$ cat config.mk
export PLATFORM = sky130hd
export DESIGN_NAME = bakery_ticket_lock_core
export DESIGN_NICKNAME = d
export VERILOG_FILES = /design/src/sv/btl_pkg.sv /design/src/sv/bakery_ticket_lock_core.sv
export SDC_FILE = /design/constraint.sdc
export NUM_CORES = 1
export LEC_CHECK = 0
export ABC_AREA = 1
export BUFFER_PORTS_ARGS = -buffer_cell sky130_fd_sc_hd__buf_2
export CORE_MARGIN = 1.5
export CORE_UTILIZATION = 40
export DETAILED_ROUTE_END_ITERATION = 8
export MAX_ROUTING_LAYER = met4
export PLACE_DENSITY = 0.52
export SETUP_SLACK_MARGIN = 0.2
export SLEW_MARGIN = 20
export SYNTH_ARGS = -nofsm -noshare
export SYNTH_HDL_FRONTEND = slang
export SYNTH_SLANG_ARGS = --single-unit
$ cat constraint.sdc
create_clock -name clk -period 7.2 [get_ports clk]
set_input_delay 0.36 -clock clk [delete_from_list [all_inputs] [get_ports clk]]
set_output_delay 0.36 -clock clk [all_outputs]
set_load 0.02 [all_outputs]
$ cat src/sv/btl_pkg.sv
`timescale 1ns / 1ps
// ----------------------------------------------------------------------------
// btl_pkg
// types, codes and the microcode table of the bakery ticket lock sequencer
// ----------------------------------------------------------------------------
package btl_pkg;

	localparam int THREAD_ID_W  = 3;
	localparam int ID_SPACE     = 1 << THREAD_ID_W;
	localparam int CFG_W        = 4;
	localparam int OUT_TICKET_W = 16;
	localparam int STEP_W       = 4;

	typedef enum logic [1:0] {
		MODE_TAKE    = 2'd0,
		MODE_POLL    = 2'd1,
		MODE_RELEASE = 2'd2,
		MODE_NOP     = 2'd3
	} mode_t;

	typedef enum logic [1:0] {
		ST_OK         = 2'd0,
		ST_BAD_THREAD = 2'd1,
		ST_OVERFLOW   = 2'd2,
		ST_NO_TICKET  = 2'd3
	} status_t;

	// sequencer steps, in program order
	typedef enum logic [STEP_W-1:0] {
		STEP_FETCH    = 4'd0,
		STEP_DECODE   = 4'd1,
		STEP_MAX_SCAN = 4'd2,
		STEP_TAKE_WB  = 4'd3,
		STEP_ORD_SCAN = 4'd4,
		STEP_POLL_RES = 4'd5,
		STEP_REL_WB   = 4'd6,
		STEP_NOP_RES  = 4'd7,
		STEP_BAD_RES  = 4'd8,
		STEP_PUSH     = 4'd9
	} step_t;

	typedef enum logic {
		ADDR_ID   = 1'b0,
		ADDR_SCAN = 1'b1
	} addr_sel_t;

	typedef enum logic [1:0] {
		SCAN_NONE = 2'd0,
		SCAN_MAX  = 2'd1,
		SCAN_ORD  = 2'd2
	} scan_op_t;

	typedef enum logic [1:0] {
		WR_NONE  = 2'd0,
		WR_TAKE  = 2'd1,
		WR_CLEAR = 2'd2
	} wr_op_t;

	typedef enum logic [2:0] {
		RES_NONE = 3'd0,
		RES_TAKE = 3'd1,
		RES_POLL = 3'd2,
		RES_ZERO = 3'd3,
		RES_OWN  = 3'd4,
		RES_BAD  = 3'd5
	} res_op_t;

	typedef enum logic [2:0] {
		JC_NEVER     = 3'd0,
		JC_ALWAYS    = 3'd1,
		JC_NO_ACCEPT = 3'd2,
		JC_MORE      = 3'd3,
		JC_DISPATCH  = 3'd4
	} jump_cond_t;

	typedef struct packed {
		addr_sel_t  addr_sel;
		logic       ld_own;
		logic       clr_scan;
		scan_op_t   scan_op;
		wr_op_t     wr_op;
		res_op_t    res_op;
		logic       push;
		logic       hold;
		jump_cond_t jc;
		step_t      target;
	} uc_word_t;

	localparam uc_word_t UC_NOP = '{
		addr_sel: ADDR_ID, ld_own: 1'b0, clr_scan: 1'b0, scan_op: SCAN_NONE,
		wr_op: WR_NONE, res_op: RES_NONE, push: 1'b0, hold: 1'b0,
		jc: JC_NEVER, target: STEP_FETCH
	};

	// control store
	function automatic uc_word_t uc_rom(input step_t pc);
		uc_word_t w;
		w = UC_NOP;
		case (pc)
			STEP_FETCH: begin
				w.jc     = JC_NO_ACCEPT;
				w.target = STEP_FETCH;
			end
			STEP_DECODE: begin
				w.ld_own   = 1'b1;
				w.clr_scan = 1'b1;
				w.jc       = JC_DISPATCH;
			end
			STEP_MAX_SCAN: begin
				w.addr_sel = ADDR_SCAN;
				w.scan_op  = SCAN_MAX;
				w.jc       = JC_MORE;
				w.target   = STEP_MAX_SCAN;
			end
			STEP_TAKE_WB: begin
				w.wr_op  = WR_TAKE;
				w.res_op = RES_TAKE;
				w.jc     = JC_ALWAYS;
				w.target = STEP_PUSH;
			end
			STEP_ORD_SCAN: begin
				w.addr_sel = ADDR_SCAN;
				w.scan_op  = SCAN_ORD;
				w.jc       = JC_MORE;
				w.target   = STEP_ORD_SCAN;
			end
			STEP_POLL_RES: begin
				w.res_op = RES_POLL;
				w.jc     = JC_ALWAYS;
				w.target = STEP_PUSH;
			end
			STEP_REL_WB: begin
				w.wr_op  = WR_CLEAR;
				w.res_op = RES_ZERO;
				w.jc     = JC_ALWAYS;
				w.target = STEP_PUSH;
			end
			STEP_NOP_RES: begin
				w.res_op = RES_OWN;
				w.jc     = JC_ALWAYS;
				w.target = STEP_PUSH;
			end
			STEP_BAD_RES: begin
				w.res_op = RES_BAD;
			end
			STEP_PUSH: begin
				w.push   = 1'b1;
				w.hold   = 1'b1;
				w.jc     = JC_ALWAYS;
				w.target = STEP_FETCH;
			end
			default: begin
				w.jc     = JC_ALWAYS;
				w.target = STEP_FETCH;
			end
		endcase
		return w;
	endfunction

	// multiway branch at decode
	function automatic step_t dispatch_target(input logic bad, input mode_t mode);
		step_t t;
		if (bad) begin
			t = STEP_BAD_RES;
		end else begin
			case (mode)
				MODE_TAKE:    t = STEP_MAX_SCAN;
				MODE_POLL:    t = STEP_ORD_SCAN;
				MODE_RELEASE: t = STEP_REL_WB;
				default:      t = STEP_NOP_RES;
			endcase
		end
		return t;
	endfunction

endpackage

$ cat src/sv/bakery_ticket_lock_core.sv
`timescale 1ns / 1ps
// ----------------------------------------------------------------------------
// bakery_ticket_lock_core
// bakery (ticket order) lock arbiter run by a small microcoded sequencer
// ----------------------------------------------------------------------------
//  channel  | direction | handshake           | payload
//  ---------+-----------+---------------------+--------------------------------
//  request  | in        | in_valid / in_stall | mode, thread_id
//  result   | out       | out_valid/out_stall | ticket, granted, status
//  config   | in        | cfg_we              | cfg_wdata (threads_in_use)
//
//  a take or poll beat scans n entries of the ticket table, n being the
//  scanned thread count (8 at reset); release, bad thread and mode 3 skip the scan
//  the scan goes through the single read port of the ticket table, which the
//  scan loop walks one entry per cycle
//  result beats sit in an output register, so a new request is taken while the
//  previous result is still stalled; only a second result waits for the slot
//  arst_n clears the ticket table, the sequencer and the output valid flag
// ----------------------------------------------------------------------------
module bakery_ticket_lock_core #(
	parameter int MAX_THREADS = 8,
	parameter int TICKET_BITS = 16
) (
	input  logic                                  clk,
	input  logic                                  arst_n,
	// configuration
	input  logic                                  cfg_we,
	input  logic [btl_pkg::CFG_W-1:0]             cfg_wdata,
	// request beats
	input  logic                                  in_valid,
	output logic                                  in_stall,
	input  btl_pkg::mode_t                        mode,
	input  logic [btl_pkg::THREAD_ID_W-1:0]       thread_id,
	// result beats
	output logic                                  out_valid,
	input  logic                                  out_stall,
	output logic [btl_pkg::OUT_TICKET_W-1:0]      ticket,
	output logic                                  granted,
	output btl_pkg::status_t                      status
);

	import btl_pkg::*;

	// thread ids above the id space can never be written, so their entries
	// stay zero and add nothing to a scan: the table stops at the id space
	localparam int TBL_DEPTH = (MAX_THREADS < ID_SPACE) ? MAX_THREADS : ID_SPACE;
	localparam int IDX_W     = $clog2(TBL_DEPTH);
	localparam logic [CFG_W-1:0] TBL_CNT = CFG_W'(TBL_DEPTH);
	localparam logic [CFG_W-1:0] CFG_RST = CFG_W'(8);

	// configuration register
	logic [CFG_W-1:0]        threads_q;

	// sequencer
	step_t                   pc_q;
	step_t                   pc_nxt;
	uc_word_t                uc;
	logic                    jump_taken;
	step_t                   jump_target;

	// request latched at accept
	mode_t                   mode_q;
	logic [IDX_W-1:0]        id_q;
	logic                    bad_q;
	logic [IDX_W-1:0]        last_q;

	// datapath
	logic [TICKET_BITS-1:0]  tbl_q [TBL_DEPTH];
	logic [IDX_W-1:0]        rd_addr;
	logic [TICKET_BITS-1:0]  rd_data;
	logic [IDX_W-1:0]        j_q;
	logic [TICKET_BITS-1:0]  own_q;
	logic [TICKET_BITS-1:0]  acc_q;
	logic                    gnt_q;
	logic [TICKET_BITS-1:0]  next_ticket;
	logic                    at_max;
	logic                    beats_me;

	// staged result and the output slot
	logic [TICKET_BITS-1:0]  res_ticket_q;
	logic                    res_gnt_q;
	status_t                 res_status_q;
	logic [TICKET_BITS+OUT_TICKET_W-1:0] res_ext;
	logic                    out_valid_q;
	logic                    out_busy;
	logic                    in_accept;

	// thread count seen at accept
	logic [CFG_W-1:0]        n_clamp;
	logic [CFG_W-1:0]        n_eff;

	assign in_stall  = (pc_q != STEP_FETCH);
	assign in_accept = in_valid && !in_stall;
	assign out_busy  = out_valid_q && out_stall;
	assign out_valid = out_valid_q;

	// a zero count acts as one, anything past the table acts as the table
	always_comb begin
		n_clamp = (threads_q == '0) ? CFG_W'(1) : threads_q;
		n_eff   = (n_clamp > TBL_CNT) ? TBL_CNT : n_clamp;
	end

	// ------------------------------------------------------------------------
	// control: fetch the word, then pick the next step
	// ------------------------------------------------------------------------
	always_comb begin
		uc = uc_rom(pc_q);
	end

	always_comb begin
		jump_target = uc.target;
		case (uc.jc)
			JC_NEVER:     jump_taken = 1'b0;
			JC_ALWAYS:    jump_taken = 1'b1;
			JC_NO_ACCEPT: jump_taken = !in_accept;
			JC_MORE:      jump_taken = (j_q != last_q);
			JC_DISPATCH: begin
				jump_taken  = 1'b1;
				jump_target = dispatch_target(bad_q, mode_q);
			end
			default:      jump_taken = 1'b0;
		endcase
	end

	always_comb begin
		if (uc.hold && out_busy) begin
			pc_nxt = pc_q;
		end else if (jump_taken) begin
			pc_nxt = jump_target;
		end else begin
			pc_nxt = step_t'(pc_q + STEP_W'(1));
		end
	end

	always_ff @(posedge clk or negedge arst_n) begin
		if (!arst_n) begin
			pc_q <= STEP_FETCH;
		end else begin
			pc_q <= pc_nxt;
		end
	end

	always_ff @(posedge clk or negedge arst_n) begin
		if (!arst_n) begin
			threads_q <= CFG_RST;
		end else if (cfg_we) begin
			threads_q <= cfg_wdata;
		end
	end

	// ------------------------------------------------------------------------
	// datapath
	// ------------------------------------------------------------------------
	// one read port, shared by the own-ticket fetch and the scan
	assign rd_addr = (uc.addr_sel == ADDR_SCAN) ? j_q : id_q;
	assign rd_data = tbl_q[rd_addr];

	assign at_max      = (acc_q == '1);
	assign next_ticket = acc_q + TICKET_BITS'(1);

	// another live ticket ahead of ours in (ticket, thread id) order
	assign beats_me = (j_q != id_q) && (rd_data != '0) &&
	                  ((rd_data < own_q) || ((rd_data == own_q) && (j_q < id_q)));

	// ticket table
	always_ff @(posedge clk or negedge arst_n) begin
		if (!arst_n) begin
			for (int k = 0; k < TBL_DEPTH; k++) begin
				tbl_q[k] <= '0;
			end
		end else begin
			case (uc.wr_op)
				WR_TAKE: begin
					if (!at_max) begin
						tbl_q[id_q] <= next_ticket;
					end
				end
				WR_CLEAR: tbl_q[id_q] <= '0;
				default: ;
			endcase
		end
	end

	// request capture, scan registers and result staging
	always_ff @(posedge clk) begin
		if (in_accept) begin
			mode_q <= mode;
			id_q   <= thread_id[IDX_W-1:0];
			bad_q  <= (CFG_W'(thread_id) >= n_eff);
			last_q <= IDX_W'(n_eff - CFG_W'(1));
		end

		if (uc.ld_own) begin
			own_q <= rd_data;
		end

		if (uc.clr_scan) begin
			j_q   <= '0;
			acc_q <= '0;
			gnt_q <= 1'b1;
		end else begin
			case (uc.scan_op)
				SCAN_MAX: begin
					j_q <= j_q + IDX_W'(1);
					if (rd_data > acc_q) begin
						acc_q <= rd_data;
					end
				end
				SCAN_ORD: begin
					j_q <= j_q + IDX_W'(1);
					if (beats_me) begin
						gnt_q <= 1'b0;
					end
				end
				default: ;
			endcase
		end

		case (uc.res_op)
			RES_TAKE: begin
				res_gnt_q <= 1'b0;
				if (at_max) begin
					res_ticket_q <= own_q;
					res_status_q <= ST_OVERFLOW;
				end else begin
					res_ticket_q <= next_ticket;
					res_status_q <= ST_OK;
				end
			end
			RES_POLL: begin
				if (own_q == '0) begin
					res_ticket_q <= '0;
					res_gnt_q    <= 1'b0;
					res_status_q <= ST_NO_TICKET;
				end else begin
					res_ticket_q <= own_q;
					res_gnt_q    <= gnt_q;
					res_status_q <= ST_OK;
				end
			end
			RES_ZERO: begin
				res_ticket_q <= '0;
				res_gnt_q    <= 1'b0;
				res_status_q <= ST_OK;
			end
			RES_OWN: begin
				res_ticket_q <= own_q;
				res_gnt_q    <= 1'b0;
				res_status_q <= ST_OK;
			end
			RES_BAD: begin
				res_ticket_q <= '0;
				res_gnt_q    <= 1'b0;
				res_status_q <= ST_BAD_THREAD;
			end
			default: ;
		endcase
	end

	// ------------------------------------------------------------------------
	// output slot
	// ------------------------------------------------------------------------
	// low 16 bits of the entry, zero filled for narrow tickets
	assign res_ext = {{OUT_TICKET_W{1'b0}}, res_ticket_q};

	always_ff @(posedge clk or negedge arst_n) begin
		if (!arst_n) begin
			out_valid_q <= 1'b0;
		end else if (uc.push && !out_busy) begin
			out_valid_q <= 1'b1;
		end else if (out_valid_q && !out_stall) begin
			out_valid_q <= 1'b0;
		end
	end

	always_ff @(posedge clk) begin
		if (uc.push && !out_busy) begin
			ticket  <= res_ext[OUT_TICKET_W-1:0];
			granted <= res_gnt_q;
			status  <= res_status_q;
		end
	end

endmodule
Yosys cells after proc, flatten, opt, wreduce, memory -nomap -nowiden
Cells that the tools add are included.

Mux-type cells: 34. Magnitude comparators: 8. Add/subtract/negate cells: 4. Divide/modulo/power cells: 0. $mul: 0. Bitwise gates (word level): 4. Shifts and indexed selects: 0. Equal/unequal tests: 29. Reduce and logical (&&, ||, !) cells: 35.

Operator list (count): $pmux 128 s2 (1); $and 128x128->128 (1); $bwmux 128 (1); $mux 128 (1); $not 128->128 (1); $mux 16 (5); $pmux 16 s4 (1); $bmux 16 s3 (1); $demux 16 s3 (1); $mux 4 (5); $add 16x1->16 const B (1); $eq 16x16->1 (1); $eq 16x16->1 const B (1); $eq 4x3->1 const B (4); $gt 16x16->1 (1); $logic_not 16->1 (1); $lt 16x16->1 (1); $reduce_bool 16->1 (1); $pmux 3 s5 (1); $eq 3x2->1 const B (4); $pmux 3 s4 (1); $pmux 4 s3 (1); $reduce_bool 4->1 (3); $reduce_or 2->1 (5); other kinds (34) (70).

Bits in read-only memories: 0. Bits in writable memories: 0. Logic and storage cells: 139. Output and inout bits: 21. Memories kept: 0. Input bits: 14. Register bits after elaboration: 220. Bits in latches: 0.

Longest topological paths before layout
Depth after elaboration: 13. Depth in mapped cells: 28. Mapped depth without buffers: 26.

Least setup slack after synthesis
OpenSTA, ideal clock, no wires.

Kind: register -> register. From: reg pc_q[0]. To: reg acc_q[9]. Clock period less this slack: 3.607 ns. Arrival time: 3.527 ns. Data required time: 7.119 ns. Buffers on the path: 3. Stages on the path, launching flop included: 27. Path slack: 3.593 ns. Cell sequence: dfrtp_1 > inv_1 > ha_1 > inv_1 > nor2_1 > inv_1 > ha_1 > buf_6 > inv_4 > nand2_8 > nand2_4 > buf_2 > nand2_1 > nand3_1 > nand3_1 > nand2_2 > ha_1 > a21oi_1 > nand2_1 > nor2_1 > nor2_1 > o211ai_1 > nand3_1 > nand2_1 > buf_2 > nand2_1 > a21oi_1.

Word-level cells in the longest chain between the ends: 10.

RTL lines: start: declaration (RTL line bakery_ticket_lock_core.sv:55) `step_t pc_q;`; start signal: assignment (RTL line bakery_ticket_lock_core.sv:139) `pc_q <= pc_nxt;`; $eq 4x3->1 or $eq 4x2->1 (tied branches) (RTL line btl_pkg.sv:99) `case (pc)`; $reduce_or 2->1 (no source line) (*); $mux 1 (*) (RTL line btl_pkg.sv:99); $mux 3 (*) (RTL line bakery_ticket_lock_core.sv:155) `assign rd_addr = (uc.addr_sel == ADDR_SCAN) ? j_q : id_q;`; $not 3->4 (implied by the code) (*) (RTL line bakery_ticket_lock_core.sv:156) `assign rd_data = tbl_q[rd_addr];`; $bmux 16 s3 (*) (RTL line bakery_ticket_lock_core.sv:156); $mux 16 (implied by the code) (*) (2 in series) (RTL line bakery_ticket_lock_core.sv:156); named net rd_data[3] (RTL line bakery_ticket_lock_core.sv:70) `logic [TICKET_BITS-1:0] rd_data;`; $gt 16x16->1 (*) (RTL line bakery_ticket_lock_core.sv:205) `if (rd_data > acc_q) begin`; $reduce_and 2->1 (no source line) (*); end signal: assignment (RTL line bakery_ticket_lock_core.sv:206) `acc_q <= rd_data;`; end: declaration (RTL line bakery_ticket_lock_core.sv:73) `logic [TICKET_BITS-1:0] acc_q;`.

The timed path passes the listed nets; every way through them passes the cells marked *. The select of a mux whose other input is x is not followed. A chain may end at the register's enable or synchronous reset.

Worst setup path after layout
From: reg pc_q[0]. To: reg acc_q[5].

Word-level cells in the longest chain between the ends: 10.

RTL lines (RTL line): $eq 4x3->1 or $eq 4x2->1 (tied branches) (btl_pkg.sv:99); $reduce_or 2->1 (no source line) (*); $mux 1 (*) (btl_pkg.sv:99); $mux 3 (*) (bakery_ticket_lock_core.sv:155); $not 3->4 (implied by the code) (*) (bakery_ticket_lock_core.sv:156); $bmux 16 s3 (*) (bakery_ticket_lock_core.sv:156); $mux 16 (implied by the code) (*) (2 in series) (bakery_ticket_lock_core.sv:156); named net rd_data[5] (bakery_ticket_lock_core.sv:70); $gt 16x16->1 (bakery_ticket_lock_core.sv:205); $reduce_and 2->1 (no source line).

Marks and branches as above.

==> out/results.ini <==
[run_status]
status=finished, final reports clean

[floorplanning]
chipHeight_um=171.7
row_count=61
coreArea_um2=27860
ioPinCount=35
die_area_um2=29470
start_util_pct=40.84
die_x_um=171.7

[clock_tree]
cts_tree=built
cts_root_buffer=clkbuf_16
clock_latency_ns=0.54
cts_setup_buffers=0
cts_inserted_buffers=25
cts_hold_buf=3
cts_resized=0
clk_pin_slew_ns=0.06
cts_max_path_buffers=3
clock-sinks=220
cts-htree-levels=1

[sta]
hold_violations=0
tightest_slew_ns=1.012
drv_slew=0
setup_tns_ns=0
rsz0062_at_grt=false
setup_viol=0
post-route-period-util_pct=78.83
period_needed_ns=5.676
finClkSkew_ns=0.01447
max_clock_freq_mhz=176.2
maxSlewHeadroom_pct=32.29

[place]
place_congestion=0.8967
place_area_um2=11770
portBuffers=34
dp_hpwl_um=20110

[route]
drc_errors=0
initialDrtViolationCount=676
routed_wl_um=30310
via_count=8987
drtPass1Iterations=5
vias_per_cell=5.109
antenna_left=0
wl_per_cell_um=17.23

[yosys]
yosysMostFrequentCell=nand2_1
yosys.area.top_type_share_pct=29.91
synthTopCellsByArea=dfrtp_1, edfxtp_1, nand2_1
syn_nets=1401
yosysSeqAreaShare_pct=50.29
synth_edf_count=63
yosysUniqueCellTypes=52
synth_area_um2=11380
synth_top_cell_by_area=dfrtp_1
synth_seq_cells=220
synthCells=1338
avgSynthCellArea_um2=8.504
synth-warning-count=0
synthTopCellsByCount=nand2_1, nand3_1, dfrtp_1, inv_1, o21ai_0
ys_dominant_reg_cell=dfrtp_1
async_flop_share_pct=62.27

[finish]
multi_input_area_um2=4994
drive_above_1_share_pct=10.57
nFillCells=2818
num_antenna_cells=0
fin_area_um2=12550
seqCellArea_um2=5722
synthToLayoutAreaGrowth_pct=10.31
nets=1425

[setup_path]
crit_start=pc_q[0]$_DFFE_PN0N_
critPathKind=reg2reg
crit_path_max_fanout=63
end_kind=flop
r2r-end=acc_q[5]$_SDFFE_PP0P_
r2r_cells=20
required_ns=7.66
crit_arrival_ns=6.13
r2r_slack_ns=1.52
reg2reg_from=pc_q[0]$_DFFE_PN0N_
cp-start-kind=flop

[global_routing]
grt_max_degree=88
grt_first_pass_wirelength_um=48440
grtUsageTotal_pct=21.87
antenna_found_initial=0
overflow=0
grt_pass1_vias=8781

[hold_path]
hp-class=in2reg
hold_start=thread_id[2]
hold-path-endpoint=id_q[2]$_DFFE_PP_
hold_depth=1

[power]
power_density_nw_per_um2=474.9
p_leak_nw=5.875
ir_drop_mv=0.2378

[flow_run]
maxCapViolCount=0

through the flow:
step	worst slack (ns)	utilization [%]	std cells	hold WS (ns)	power, mW
2_1_floorplan	3.593	-	1338	0.06441	4.043
3_3_place_gp	1.781	42.25	1710	0.4008	4.757
3_5_place_dp	1.682	42.25	1710	0.4045	4.782
4_1_cts	1.655	45.03	1759	0.004802	5.992
5_1_grt	1.023	45.06	1759	0.01050	6.445
6_report	1.524	45.06	1759	0.02135	5.960
metal layers:
metal | vias to the layer above | wire length (um) | global-route usage, %
li1 | 4453 | - | -
met1 | 4281 | 14120 | 29.64
met2 | 217 | 14000 | 35.31
met4 | 0 | 617 | 4.920
met3 | 36 | 1577 | 2.347
met5 | - | 0 | -
placed cells by master (no fill, tap or decap), types with 12 or more instances in the layout:
cell type / instances
nor2_1: 42
o21ai_0: 68
ha_1: 49
buf_2: 33
edfxtp_1: 63
xor2_1: 12
a21oi_1: 39
nand2_4: 13
inv_1: 89
dfrtp_1: 136
clkbuf_16: 25
nand2_1: 466
o21ai_1: 32
dfxtp_1: 20
nand2_2: 22
nand3_1: 160
power by group:
group / leakage [nW] / switching (mW) / internal, mW
sequential: 2.62 / 0.255 / 1.81
combinational: 2.89 / 1.89 / 0.824
clock: 0.364 / 0.516 / 0.671
total: 5.87 / 2.66 / 3.30
flip-flops by register name, indices dropped and copies added (netlist names):
name,count
tbl_q,128
acc_q,16
own_q,16
res_ticket_q,16
ticket,16
pc_q,4
threads_q,4
id_q,3
j_q,3
last_q,3
mode_q,2
res_status_q,2
status,2
bad_q,1
gnt_q,1
granted,1
out_valid,1
res_gnt_q,1
worst max-delay path by stage:
stage | endpoint | slack [ns] | cells past startpoint
final | acc_q[5]$_SDFFE_PP0P_ | 1.52 | 20
after global routing | acc_q[3]$_SDFFE_PP0P_ | 1.02 | 22
after CTS | acc_q[0]$_SDFFE_PP0P_ | 1.65 | 22
after detailed placement | acc_q[6]$_SDFFE_PP0P_ | 1.68 | 22
after global placement | acc_q[13]$_SDFFE_PP0P_ | 1.78 | 20
after floorplan | acc_q[9]$_SDFFE_PP0P_ | 3.59 | 26
kinds of logic after synthesis:
kind of cell	share of synthesized area (%)
compound gates	7.852
xor+xnor	1.155
fa+ha+maj	5.388
buf+inv	5.949
flops	50.29
mux	0.09896
simple gates	29.27
critical path, cell delays in order (launching register included):
cell	delay [ns]
dfrtp_1	0.39
inv_1	0.11
ha_1	0.24
inv_1	0.10
nor2_1	0.06
inv_1	0.11
ha_1	0.55
nand2_4	0.39
nand2_4	0.68
nand2_1	0.13
nand3_1	0.13
nand3_1	0.11
nand2_2	0.23
ha_1	0.29
a21oi_1	0.14
o21ai_0	0.10
o211ai_1	0.28
nand3_1	0.55
nand2_1	0.67
nand2_1	0.12
a21oi_1	0.14
area by class of cell:
cell class | instances | share of cell area, %
clock buffer | 38 | 5.612
sequential | 220 | 45.58
clock inverter | 8 | 0.3090
tap | 378 | 3.768
inverter | 99 | 3.000
timing repair buffer | 42 | 1.944
multi-input combinational | 974 | 39.78
No activity file was read; power rests on OpenSTA's default activity.
